$ cat src/rtl/lcdg_pkg.sv
// ----------------------------------------------------------------------------
// lcdg_pkg
// Shared types, codes and saturating helpers for the lasso coordinate
// descent block.
// ----------------------------------------------------------------------------
package lcdg_pkg;

  localparam int VALUE_W  = 32;
  localparam int IDX_FW   = 4;
  localparam int SWEEP_W  = 16;
  localparam int LAMBDA_W = 31;
  localparam int TOL_W    = 32;
  localparam int SIZE_W   = 5;
  localparam int CFG_W    = 32;
  localparam int REG_IDX_W = 2;

  localparam logic signed [63:0] INT64_MAX = 64'sh7FFF_FFFF_FFFF_FFFF;
  localparam logic signed [63:0] INT64_MIN = 64'sh8000_0000_0000_0000;

  typedef enum logic [1:0] {
    CMD_GRAM   = 2'd0,
    CMD_TARGET = 2'd1,
    CMD_COEF   = 2'd2,
    CMD_RUN    = 2'd3
  } cmd_t;

  typedef enum logic [REG_IDX_W-1:0] {
    REG_LAMBDA   = 2'd0,
    REG_MAX_ITER = 2'd1,
    REG_TOL      = 2'd2,
    REG_SIZE     = 2'd3
  } reg_idx_t;

  typedef enum logic [4:0] {
    OP_NONE, OP_LOAD,
    OP_INIT_RD, OP_INIT_WR,
    OP_DOT_RD, OP_DOT_MUL, OP_DOT_ACC,
    OP_UPD_T, OP_UPD_A, OP_UPD_S, OP_DIV_GO, OP_UPD_WR,
    OP_ST_RD, OP_ST_MUL, OP_ST_ACC,
    OP_CV_A, OP_CV_B,
    OP_CP_RD, OP_CP_WR,
    OP_OUT_RD, OP_OUT_LD
  } dp_op_t;

  typedef struct packed {
    dp_op_t             op;
    logic               first_i;
    logic               diag;
    logic               first_j;
    logic               last;
    logic               conv;
    logic [SWEEP_W-1:0] sweeps;
  } ctl_cmd_t;

  typedef struct packed {
    logic div_busy;
    logic conv_hit;
    logic out_free;
  } dp_sts_t;

  function automatic logic signed [63:0] sat_add64(logic signed [63:0] a,
                                                   logic signed [63:0] b);
    logic signed [63:0] s;
    s = a + b;
    if (a[63] == b[63] && s[63] != a[63]) s = a[63] ? INT64_MIN : INT64_MAX;
    return s;
  endfunction

  function automatic logic signed [63:0] sat_sub64(logic signed [63:0] a,
                                                   logic signed [63:0] b);
    logic signed [63:0] s;
    s = a - b;
    if (a[63] != b[63] && s[63] != a[63]) s = a[63] ? INT64_MIN : INT64_MAX;
    return s;
  endfunction

  function automatic logic [63:0] usat_add64(logic [63:0] a, logic [63:0] b);
    logic [64:0] s;
    s = {1'b0, a} + {1'b0, b};
    return s[64] ? '1 : s[63:0];
  endfunction

endpackage

$ cat src/rtl/lcdg_ctrl.sv
// ----------------------------------------------------------------------------
// lcdg_ctrl
// Run sequencer: initial copy, sweeps of coordinate updates, convergence test,
// previous-coefficient copy and the output pass.
// ----------------------------------------------------------------------------
module lcdg_ctrl
  import lcdg_pkg::*;
#(
  parameter int MAX_COEFS = 16,
  parameter int IDX_W     = (MAX_COEFS > 1) ? $clog2(MAX_COEFS) : 1
) (
  input  logic                         clk,
  input  logic                         rst,
  input  logic                         in_valid,
  input  logic [1:0]                   in_command,
  output logic                         in_ready,
  input  logic [lcdg_pkg::SWEEP_W-1:0] max_iter,
  input  logic [lcdg_pkg::SIZE_W-1:0]  size_in_use,
  input  lcdg_pkg::dp_sts_t            sts,
  output lcdg_pkg::ctl_cmd_t           cmd,
  output logic [IDX_W-1:0]             idx_i,
  output logic [IDX_W-1:0]             idx_j
);

  typedef enum logic [4:0] {
    ST_IDLE, ST_INIT_RD, ST_INIT_WR,
    ST_DOT_RD, ST_DOT_MUL, ST_DOT_ACC,
    ST_UPD_T, ST_UPD_A, ST_UPD_S, ST_DIV_GO, ST_DIV_WAIT, ST_UPD_WR,
    ST_ST_RD, ST_ST_MUL, ST_ST_ACC,
    ST_CV_A, ST_CV_B, ST_CV_C,
    ST_CP_RD, ST_CP_WR,
    ST_OUT_RD, ST_OUT_LD
  } state_t;

  state_t             state;
  logic [IDX_W-1:0]   nm1;
  logic [SWEEP_W-1:0] sweeps;
  logic               conv;
  logic [IDX_W-1:0]   nm1_next;
  logic               j_last;

  assign in_ready = state == ST_IDLE;
  assign j_last   = idx_j == nm1;

  always_comb begin
    if (size_in_use == '0) begin
      nm1_next = '0;
    end else if (32'(size_in_use) > MAX_COEFS) begin
      nm1_next = IDX_W'(MAX_COEFS - 1);
    end else begin
      nm1_next = IDX_W'(32'(size_in_use) - 1);
    end
  end

  always_comb begin
    cmd.first_i = idx_i == '0;
    cmd.diag    = idx_i == idx_j;
    cmd.first_j = idx_j == '0;
    cmd.last    = j_last;
    cmd.conv    = conv;
    cmd.sweeps  = sweeps;
    case (state)
      ST_IDLE:    cmd.op = (in_valid && in_command != CMD_RUN) ? OP_LOAD : OP_NONE;
      ST_INIT_RD: cmd.op = OP_INIT_RD;
      ST_INIT_WR: cmd.op = OP_INIT_WR;
      ST_DOT_RD:  cmd.op = OP_DOT_RD;
      ST_DOT_MUL: cmd.op = OP_DOT_MUL;
      ST_DOT_ACC: cmd.op = OP_DOT_ACC;
      ST_UPD_T:   cmd.op = OP_UPD_T;
      ST_UPD_A:   cmd.op = OP_UPD_A;
      ST_UPD_S:   cmd.op = OP_UPD_S;
      ST_DIV_GO:  cmd.op = OP_DIV_GO;
      ST_UPD_WR:  cmd.op = OP_UPD_WR;
      ST_ST_RD:   cmd.op = OP_ST_RD;
      ST_ST_MUL:  cmd.op = OP_ST_MUL;
      ST_ST_ACC:  cmd.op = OP_ST_ACC;
      ST_CV_A:    cmd.op = OP_CV_A;
      ST_CV_B:    cmd.op = OP_CV_B;
      ST_CP_RD:   cmd.op = OP_CP_RD;
      ST_CP_WR:   cmd.op = OP_CP_WR;
      ST_OUT_RD:  cmd.op = OP_OUT_RD;
      ST_OUT_LD:  cmd.op = OP_OUT_LD;
      default:    cmd.op = OP_NONE;
    endcase
  end

  always_ff @(posedge clk) begin
    if (rst) begin
      state  <= ST_IDLE;
      idx_i  <= '0;
      idx_j  <= '0;
      nm1    <= '0;
      sweeps <= '0;
      conv   <= 1'b0;
    end else begin
      case (state)
        ST_IDLE: begin
          if (in_valid && in_command == CMD_RUN) begin
            nm1    <= nm1_next;
            idx_i  <= '0;
            idx_j  <= '0;
            sweeps <= '0;
            conv   <= 1'b0;
            state  <= ST_INIT_RD;
          end
        end
        ST_INIT_RD: state <= ST_INIT_WR;
        ST_INIT_WR: begin
          if (j_last) begin
            idx_j <= '0;
            idx_i <= '0;
            state <= (max_iter == '0) ? ST_OUT_RD : ST_DOT_RD;
          end else begin
            idx_j <= idx_j + 1'b1;
            state <= ST_INIT_RD;
          end
        end
        ST_DOT_RD:  state <= ST_DOT_MUL;
        ST_DOT_MUL: state <= ST_DOT_ACC;
        ST_DOT_ACC: begin
          if (idx_i == nm1) begin
            state <= ST_UPD_T;
          end else begin
            idx_i <= idx_i + 1'b1;
            state <= ST_DOT_RD;
          end
        end
        ST_UPD_T:  state <= ST_UPD_A;
        ST_UPD_A:  state <= ST_UPD_S;
        ST_UPD_S:  state <= ST_DIV_GO;
        ST_DIV_GO: state <= ST_DIV_WAIT;
        ST_DIV_WAIT: begin
          if (!sts.div_busy) begin
            state <= ST_UPD_WR;
          end
        end
        ST_UPD_WR: begin
          idx_i <= '0;
          if (j_last) begin
            idx_j  <= '0;
            sweeps <= sweeps + 1'b1;
            state  <= ST_ST_RD;
          end else begin
            idx_j <= idx_j + 1'b1;
            state <= ST_DOT_RD;
          end
        end
        ST_ST_RD:  state <= ST_ST_MUL;
        ST_ST_MUL: state <= ST_ST_ACC;
        ST_ST_ACC: begin
          if (j_last) begin
            idx_j <= '0;
            state <= ST_CV_A;
          end else begin
            idx_j <= idx_j + 1'b1;
            state <= ST_ST_RD;
          end
        end
        ST_CV_A: state <= ST_CV_B;
        ST_CV_B: state <= ST_CV_C;
        ST_CV_C: begin
          if (sts.conv_hit) begin
            conv  <= 1'b1;
            state <= ST_OUT_RD;
          end else if (sweeps == max_iter) begin
            state <= ST_OUT_RD;
          end else begin
            state <= ST_CP_RD;
          end
        end
        ST_CP_RD: state <= ST_CP_WR;
        ST_CP_WR: begin
          if (j_last) begin
            idx_j <= '0;
            idx_i <= '0;
            state <= ST_DOT_RD;
          end else begin
            idx_j <= idx_j + 1'b1;
            state <= ST_CP_RD;
          end
        end
        ST_OUT_RD: state <= ST_OUT_LD;
        ST_OUT_LD: begin
          if (sts.out_free) begin
            if (j_last) begin
              state <= ST_IDLE;
            end else begin
              idx_j <= idx_j + 1'b1;
              state <= ST_OUT_RD;
            end
          end
        end
        default: state <= ST_IDLE;
      endcase
    end
  end

`ifndef NO_ASSERTIONS
  a_div_starts: assert property (@(posedge clk) disable iff (rst)
    state == ST_DIV_GO |=> sts.div_busy)
    else $error("divider not busy after start");

  a_index_range: assert property (@(posedge clk) disable iff (rst)
    state != ST_IDLE |-> (idx_j <= nm1 && idx_i <= nm1))
    else $error("coefficient index beyond size in use");

  a_run_ends: assert property (@(posedge clk) disable iff (rst)
    (state == ST_OUT_LD && sts.out_free && j_last) |=> state == ST_IDLE)
    else $error("run did not end after final coefficient");
`endif

endmodule

$ cat config.mk
export PLATFORM = sky130hd
export DESIGN_NAME = lcdg_ctrl
export DESIGN_NICKNAME = d
export VERILOG_FILES = /design/src/rtl/lcdg_pkg.sv /design/src/rtl/lcdg_ctrl.sv
export SDC_FILE = /design/constraint.sdc
export NUM_CORES = 1
export LEC_CHECK = 0
export BUFFER_PORTS_ARGS = -buffer_cell sky130_fd_sc_hd__buf_2
export CORE_UTILIZATION = 54
export DETAILED_ROUTE_END_ITERATION = 16
export GPL_TIMING_DRIVEN = 1
export PLACE_DENSITY = 0.92
export SETUP_SLACK_MARGIN = 0.4
export SYNTH_ARGS = -nofsm -noshare
export SYNTH_HDL_FRONTEND = slang
export SYNTH_SLANG_ARGS = --single-unit
$ cat constraint.sdc
create_clock -name clk -period 2.8 [get_ports clk]
set_clock_uncertainty 0.2 [all_clocks]
set_input_delay 0.56 -clock clk [delete_from_list [all_inputs] [get_ports clk]]
set_output_delay 0.56 -clock clk [all_outputs]
set_load 0.01 [all_outputs]
Yosys cells after proc, flatten, opt, wreduce, memory -nomap -nowiden
Cells that the tools add are included.
W data, S select, Z words.
{"block": "totals", "regBits": 34, "in_bits": 29, "out_inout_bits": 35, "elab_cells": 96}
{"block": "classes", "add_sub_neg": 4, "n_lt_le_gt_ge": 1, "eq_ne": 35, "n_mux": 31, "reduce_logical": 19}
{"operator": "$pmux W5 S22", "n": 1}
{"operator": "$pmux W5 S20", "n": 1}
{"operator": "$eq A5 B4 Y1 const B", "n": 8}
{"operator": "$mux W4", "n": 9}
{"operator": "$mux W5", "n": 7}
{"operator": "$mux W16", "n": 2}
{"operator": "$pmux W16 S2", "n": 1}
{"operator": "$eq A5 B5 Y1 const B", "n": 6}
{"operator": "$eq A5 B3 Y1 const B", "n": 4}
{"operator": "$add A16 B1 Y16 const B", "n": 1}
{"operator": "$eq A16 B16 Y1", "n": 1}
{"operator": "$logic_not A16 Y1", "n": 1}
{"operator": "$pmux W4 S4", "n": 1}
{"operator": "$ne A2 B2 Y1 const B", "n": 7}
{"operator": "$eq A4 B4 Y1", "n": 3}
{"operator": "$pmux W4 S3", "n": 1}
{"operator": "$eq A5 B2 Y1 const B", "n": 2}
{"operator": "$logic_not A5 Y1", "n": 2}
{"operator": "$mux W3", "n": 3}
{"operator": "$reduce_and A3 Y1", "n": 3}
{"operator": "$add A4 B1 Y4 const B", "n": 2}
{"operator": "$logic_not A4 Y1", "n": 2}
{"operator": "$reduce_and A4 Y1", "n": 2}
{"operator": "$eq A5 B1 Y1 const B", "n": 1}
{"operator": "other kinds (14)", "n": 19}

Longest topological paths before layout
{"block": "logic_depth", "ltp_word": 4, "depth_mapped": 10, "ltp_nobuf": 7}

Worst setup path before layout
Ideal clock, no wire load.
{"block": "synth_timing", "path_type": "reg-to-reg", "startpoint": "register idx_j[0]", "endpoint": "register sweeps[15]", "setup_time_ns": 0.059, "arrival_ns": 2.222, "required_time_ns": 2.541, "setup_slack_ns": 0.319, "path_stages_with_launch": 10, "n_path_buf": 2, "synth_period_minus_slack_ns": 2.481, "cell_sequence": "dfxtp_1 -> xor2_1 -> or4_4 -> buf_6 -> inv_8 -> a22oi_4 -> or2_0 -> clkbuf_2 -> or4_1 -> nand2_1"}
{"block": "synth_between", "elab_chain_cells": 3}
{"element": "start, declared", "line": "lcdg_ctrl.sv:22", "rtl": "output logic [IDX_W-1:0] idx_j"}
{"element": "start signal, assigned", "line": "lcdg_ctrl.sv:114", "rtl": "idx_j <= idx_j + 1'b1;"}
{"element": "start signal, assigned", "line": "lcdg_ctrl.sv:144", "rtl": "idx_j <= idx_j + 1'b1;"}
{"element": "start signal, assigned", "line": "lcdg_ctrl.sv:155", "rtl": "idx_j <= idx_j + 1'b1;"}
{"element": "$eq A4 B4 Y1", "line": "lcdg_ctrl.sv:43", "rtl": "assign j_last = idx_j == nm1;"}
{"element": "named net j_last", "line": "lcdg_ctrl.sv:40", "rtl": "logic j_last;"}
{"element": "$ne A2 B2 Y1 (no line)"}
{"element": "$reduce_and A3 Y1 (no line)"}
{"element": "end signal, assigned", "line": "lcdg_ctrl.sv:141", "rtl": "sweeps <= sweeps + 1'b1;"}
{"element": "end, declared", "line": "lcdg_ctrl.sv:37", "rtl": "logic [SWEEP_W-1:0] sweeps;"}
The timed path passes the listed nets, and every way through them passes these cells.
A chain may end at the register's enable or synchronous reset.

==> run_results.csv <==
group,metric,value,unit
run_status,status,"finished, final reports clean",
floorplan,std_cell_rows,25,
floorplan,die_height,72.5,µm
finish,nets,459,
sta,worst_slew_pin_slew,515,ps
clock_network,clockBufferDepth,2,
synthesis,synthFlopType,"dfxtp_1",
clock_network,cts_hold_buf,0,
finish,diodes,0,
sta,fin_crit_sh,87.6,%
synthesis,synth-seq-cells,34,
pwr,peakVddDrop,262,µV
clock_network,ctsRootBufferMaster,"clkbuf_8",
critical_path,cp.arrival,1690,ps
critical_path,cp.required,2040,ps
finish,ff_latch_area,694,µm²
finish,nFillCells,382,
clock_network,h-tree-depth,2,
critical_path,path_max_fanout,27,
clock_network,cts_tree,"done",
synthesis,ys_seq_area_share,25.3,%
detailed_routing,vias,3035,
grt,grt-ovfl-total,0,
sta,worst_hold_slack,284,ps
synthesis,syn_inst,358,
synthesis,yosys.area.top_type,"dfxtp_1",
pwr,p_leak,0.00140,µW
detailed_routing,antenna_left,0,
finish,mostFrequentLayoutCells,"buf_2, nor2_1, nand2_1",
sta,setup_tns,0,ps
sta,rsz0062_at_grt,"yes",
grt,grt_pass1_wl,12400,µm
synthesis,synth_top_area_share,25.3,%
synthesis,yosysWarnings,0,
clock_network,clkTransAtPathRegs,70,ps
synthesis,synth_edf_count,0,
sta,max-slew-margin-rel,65.4,%
placed_design,portBuffers,63,
finish,fin_area,3300,µm²
grt,track_usage,29.7,%
synthesis,synth_cell_type_count,55,
sta,finalSetupViolCount,0,
critical_path,start_kind,"flop",
sta,hold_viol,0,
detailed_routing,viasPerCell,6.17,
floorplan,pin_count,64,
placed_design,dp_hpwl,5450,µm
critical_path,crit_path_end_kind,"primary output",
clock_network,cts_buffers,5,
floorplan,start_util,56.5,%
pwr,powerDensity,355,nW/µm²
synthesis,synthesis.nets,393,
grt,antenna_found_initial,0,
grt,grt_pass1_vias,2563,
synthesis,synth.cell_area,2690,µm²
detailed_routing,drc,0,
placed_design,gp_congestion,0.977,
clock_network,cts.sinks,34,
clock_network,insertion_delay,290,ps
synthesis,syn-mean-instance-area,7.51,µm²
detailed_routing,first_pass_iters,6,
run,timing.max_cap.violations,0,
synthesis,async_reset_ff_share,0,%
grt,grt_max_degree,29,
sta,clock.fmax,408,MHz
floorplan,core-area,4750,µm²
detailed_routing,routedWlPerCell,16.4,µm
critical_path,critPathKind,"flop to primary output",
finish,drive_above_1_share,27.5,%
worst_hold_path,hold_class,"flop to flop",
floorplan,die_width,72.5,µm
sta,period_minus_slack,2450,ps
finish,multi_input_area,1880,µm²
synthesis,ys_top_cells_by_area,"dfxtp_1, xor2_1, nor2_1",
finish,area_delta_synth_final,22.6,%
sta,slew_violations,0,
finish,post-route-util,69.3,%
detailed_routing,drt_wl_total,8090,µm
floorplan,dieArea,5260,µm²
finish,final_common_cell,"buf_2",
detailed_routing,drt_iter0_drc,524,
placed_design,place_area,3030,µm²
-- final cells by class --
cell class | instances | area share [%]
inverters | 11 | 1.48
clock buffers | 7 | 2.62
clock inverters | 1 | 0.152
repair buffers | 85 | 15.1
well taps | 67 | 2.54
multi-input cells | 287 | 57.0
flip-flops and latches | 34 | 21.1
-- flip-flops by register name (all words and copies together), names as in the netlist --
register	cells
idx_j	4
state	5
sweeps	16
nm1	4
idx_i	4
conv	1
-- timing repair --
item                                    CTS  global route
gates cloned                              0             0
pin swaps                                 3             7
resized for setup                         9            16
setup buffers                             4             8
endpoints found under the setup margin   12            18
-- per-layer routing --
layer	part of all wire, %	routed length (µm)	global-route usage, %
met5	0	0	0
met4	3.2	260	11.1
met3	8.7	703	5.00
met2	47	3800	46.8
met1	41	3330	40.5
-- report_power, final --
part	total, µW	internal, µW	leakage [µW]	switching [µW]
sequential	500	490	0.000278	10.4
combinational	285	125	0.00108	160
clock	384	198	0.0000482	186
total	1170	813	0.00140	356
-- cells by family (layout without fill, tap and decap cells) --
| group | Yosys count | count (layout) | synth area share [%] |
|---|---|---|---|
| xor gates and xnor gates | 39 | 39 | 12.7 |
| muxes | 2 | 2 | 0.745 |
| AOI/OAI and AO/OA | 86 | 86 | 20.9 |
| adders and majority gates | 7 | 7 | 3.17 |
| buffers and inverters | 37 | 104 | 6.98 |
| and+or+nand+nor | 153 | 153 | 30.2 |
| DFF | 34 | 34 | 25.3 |
-- worst max-delay path, cell delays in order (launching register included) --
cell	delay (ps)
dfxtp_1	370
buf_6	240
nand2b_1	210
nand2_1	100
o21ai_0	230
o22ai_1	100
buf_2	140
-- Yosys cell counts (3+ instances only) --
master / instances
xnor2_1: 11
xor2_1: 28
buf_4: 6
a21oi_1: 22
o21ai_0: 22
a31oi_1: 5
ha_1: 6
nor2b_1: 8
o22ai_1: 3
nor4_1: 13
o211ai_1: 7
and3_1: 3
clkbuf_1: 13
nor3_1: 9
a22oi_1: 3
nand4b_1: 3
nand2_1: 30
nor2_1: 37
inv_1: 10
or3_1: 5
or4_1: 3
nand4_1: 5
nor3b_1: 3
a21o_1: 4
a211oi_1: 5
dfxtp_1: 34
nand2b_1: 8
nand3_1: 11
a311oi_1: 4
-- stage by stage --
stage	setup slack (ps)	cells	total power, µW
after floorplan	350	358	673
after CTS	342	484	1140
after global placement	324	472	727
after global routing	284	492	1210
final	348	492	1170
after detailed placement	250	472	734
-- final timing paths --
check | slack, ps | endpoint | startpoint | cells after the start
setup reg to reg | 460 | sweeps[13] | state[3] | 6
hold reg to reg | 280 | conv | conv | 2
hold / removal | 280 | conv | conv | 2
setup / recovery | 350 | cmd[22] | state[0] | 6
Power figures use the tool's default switching activity.
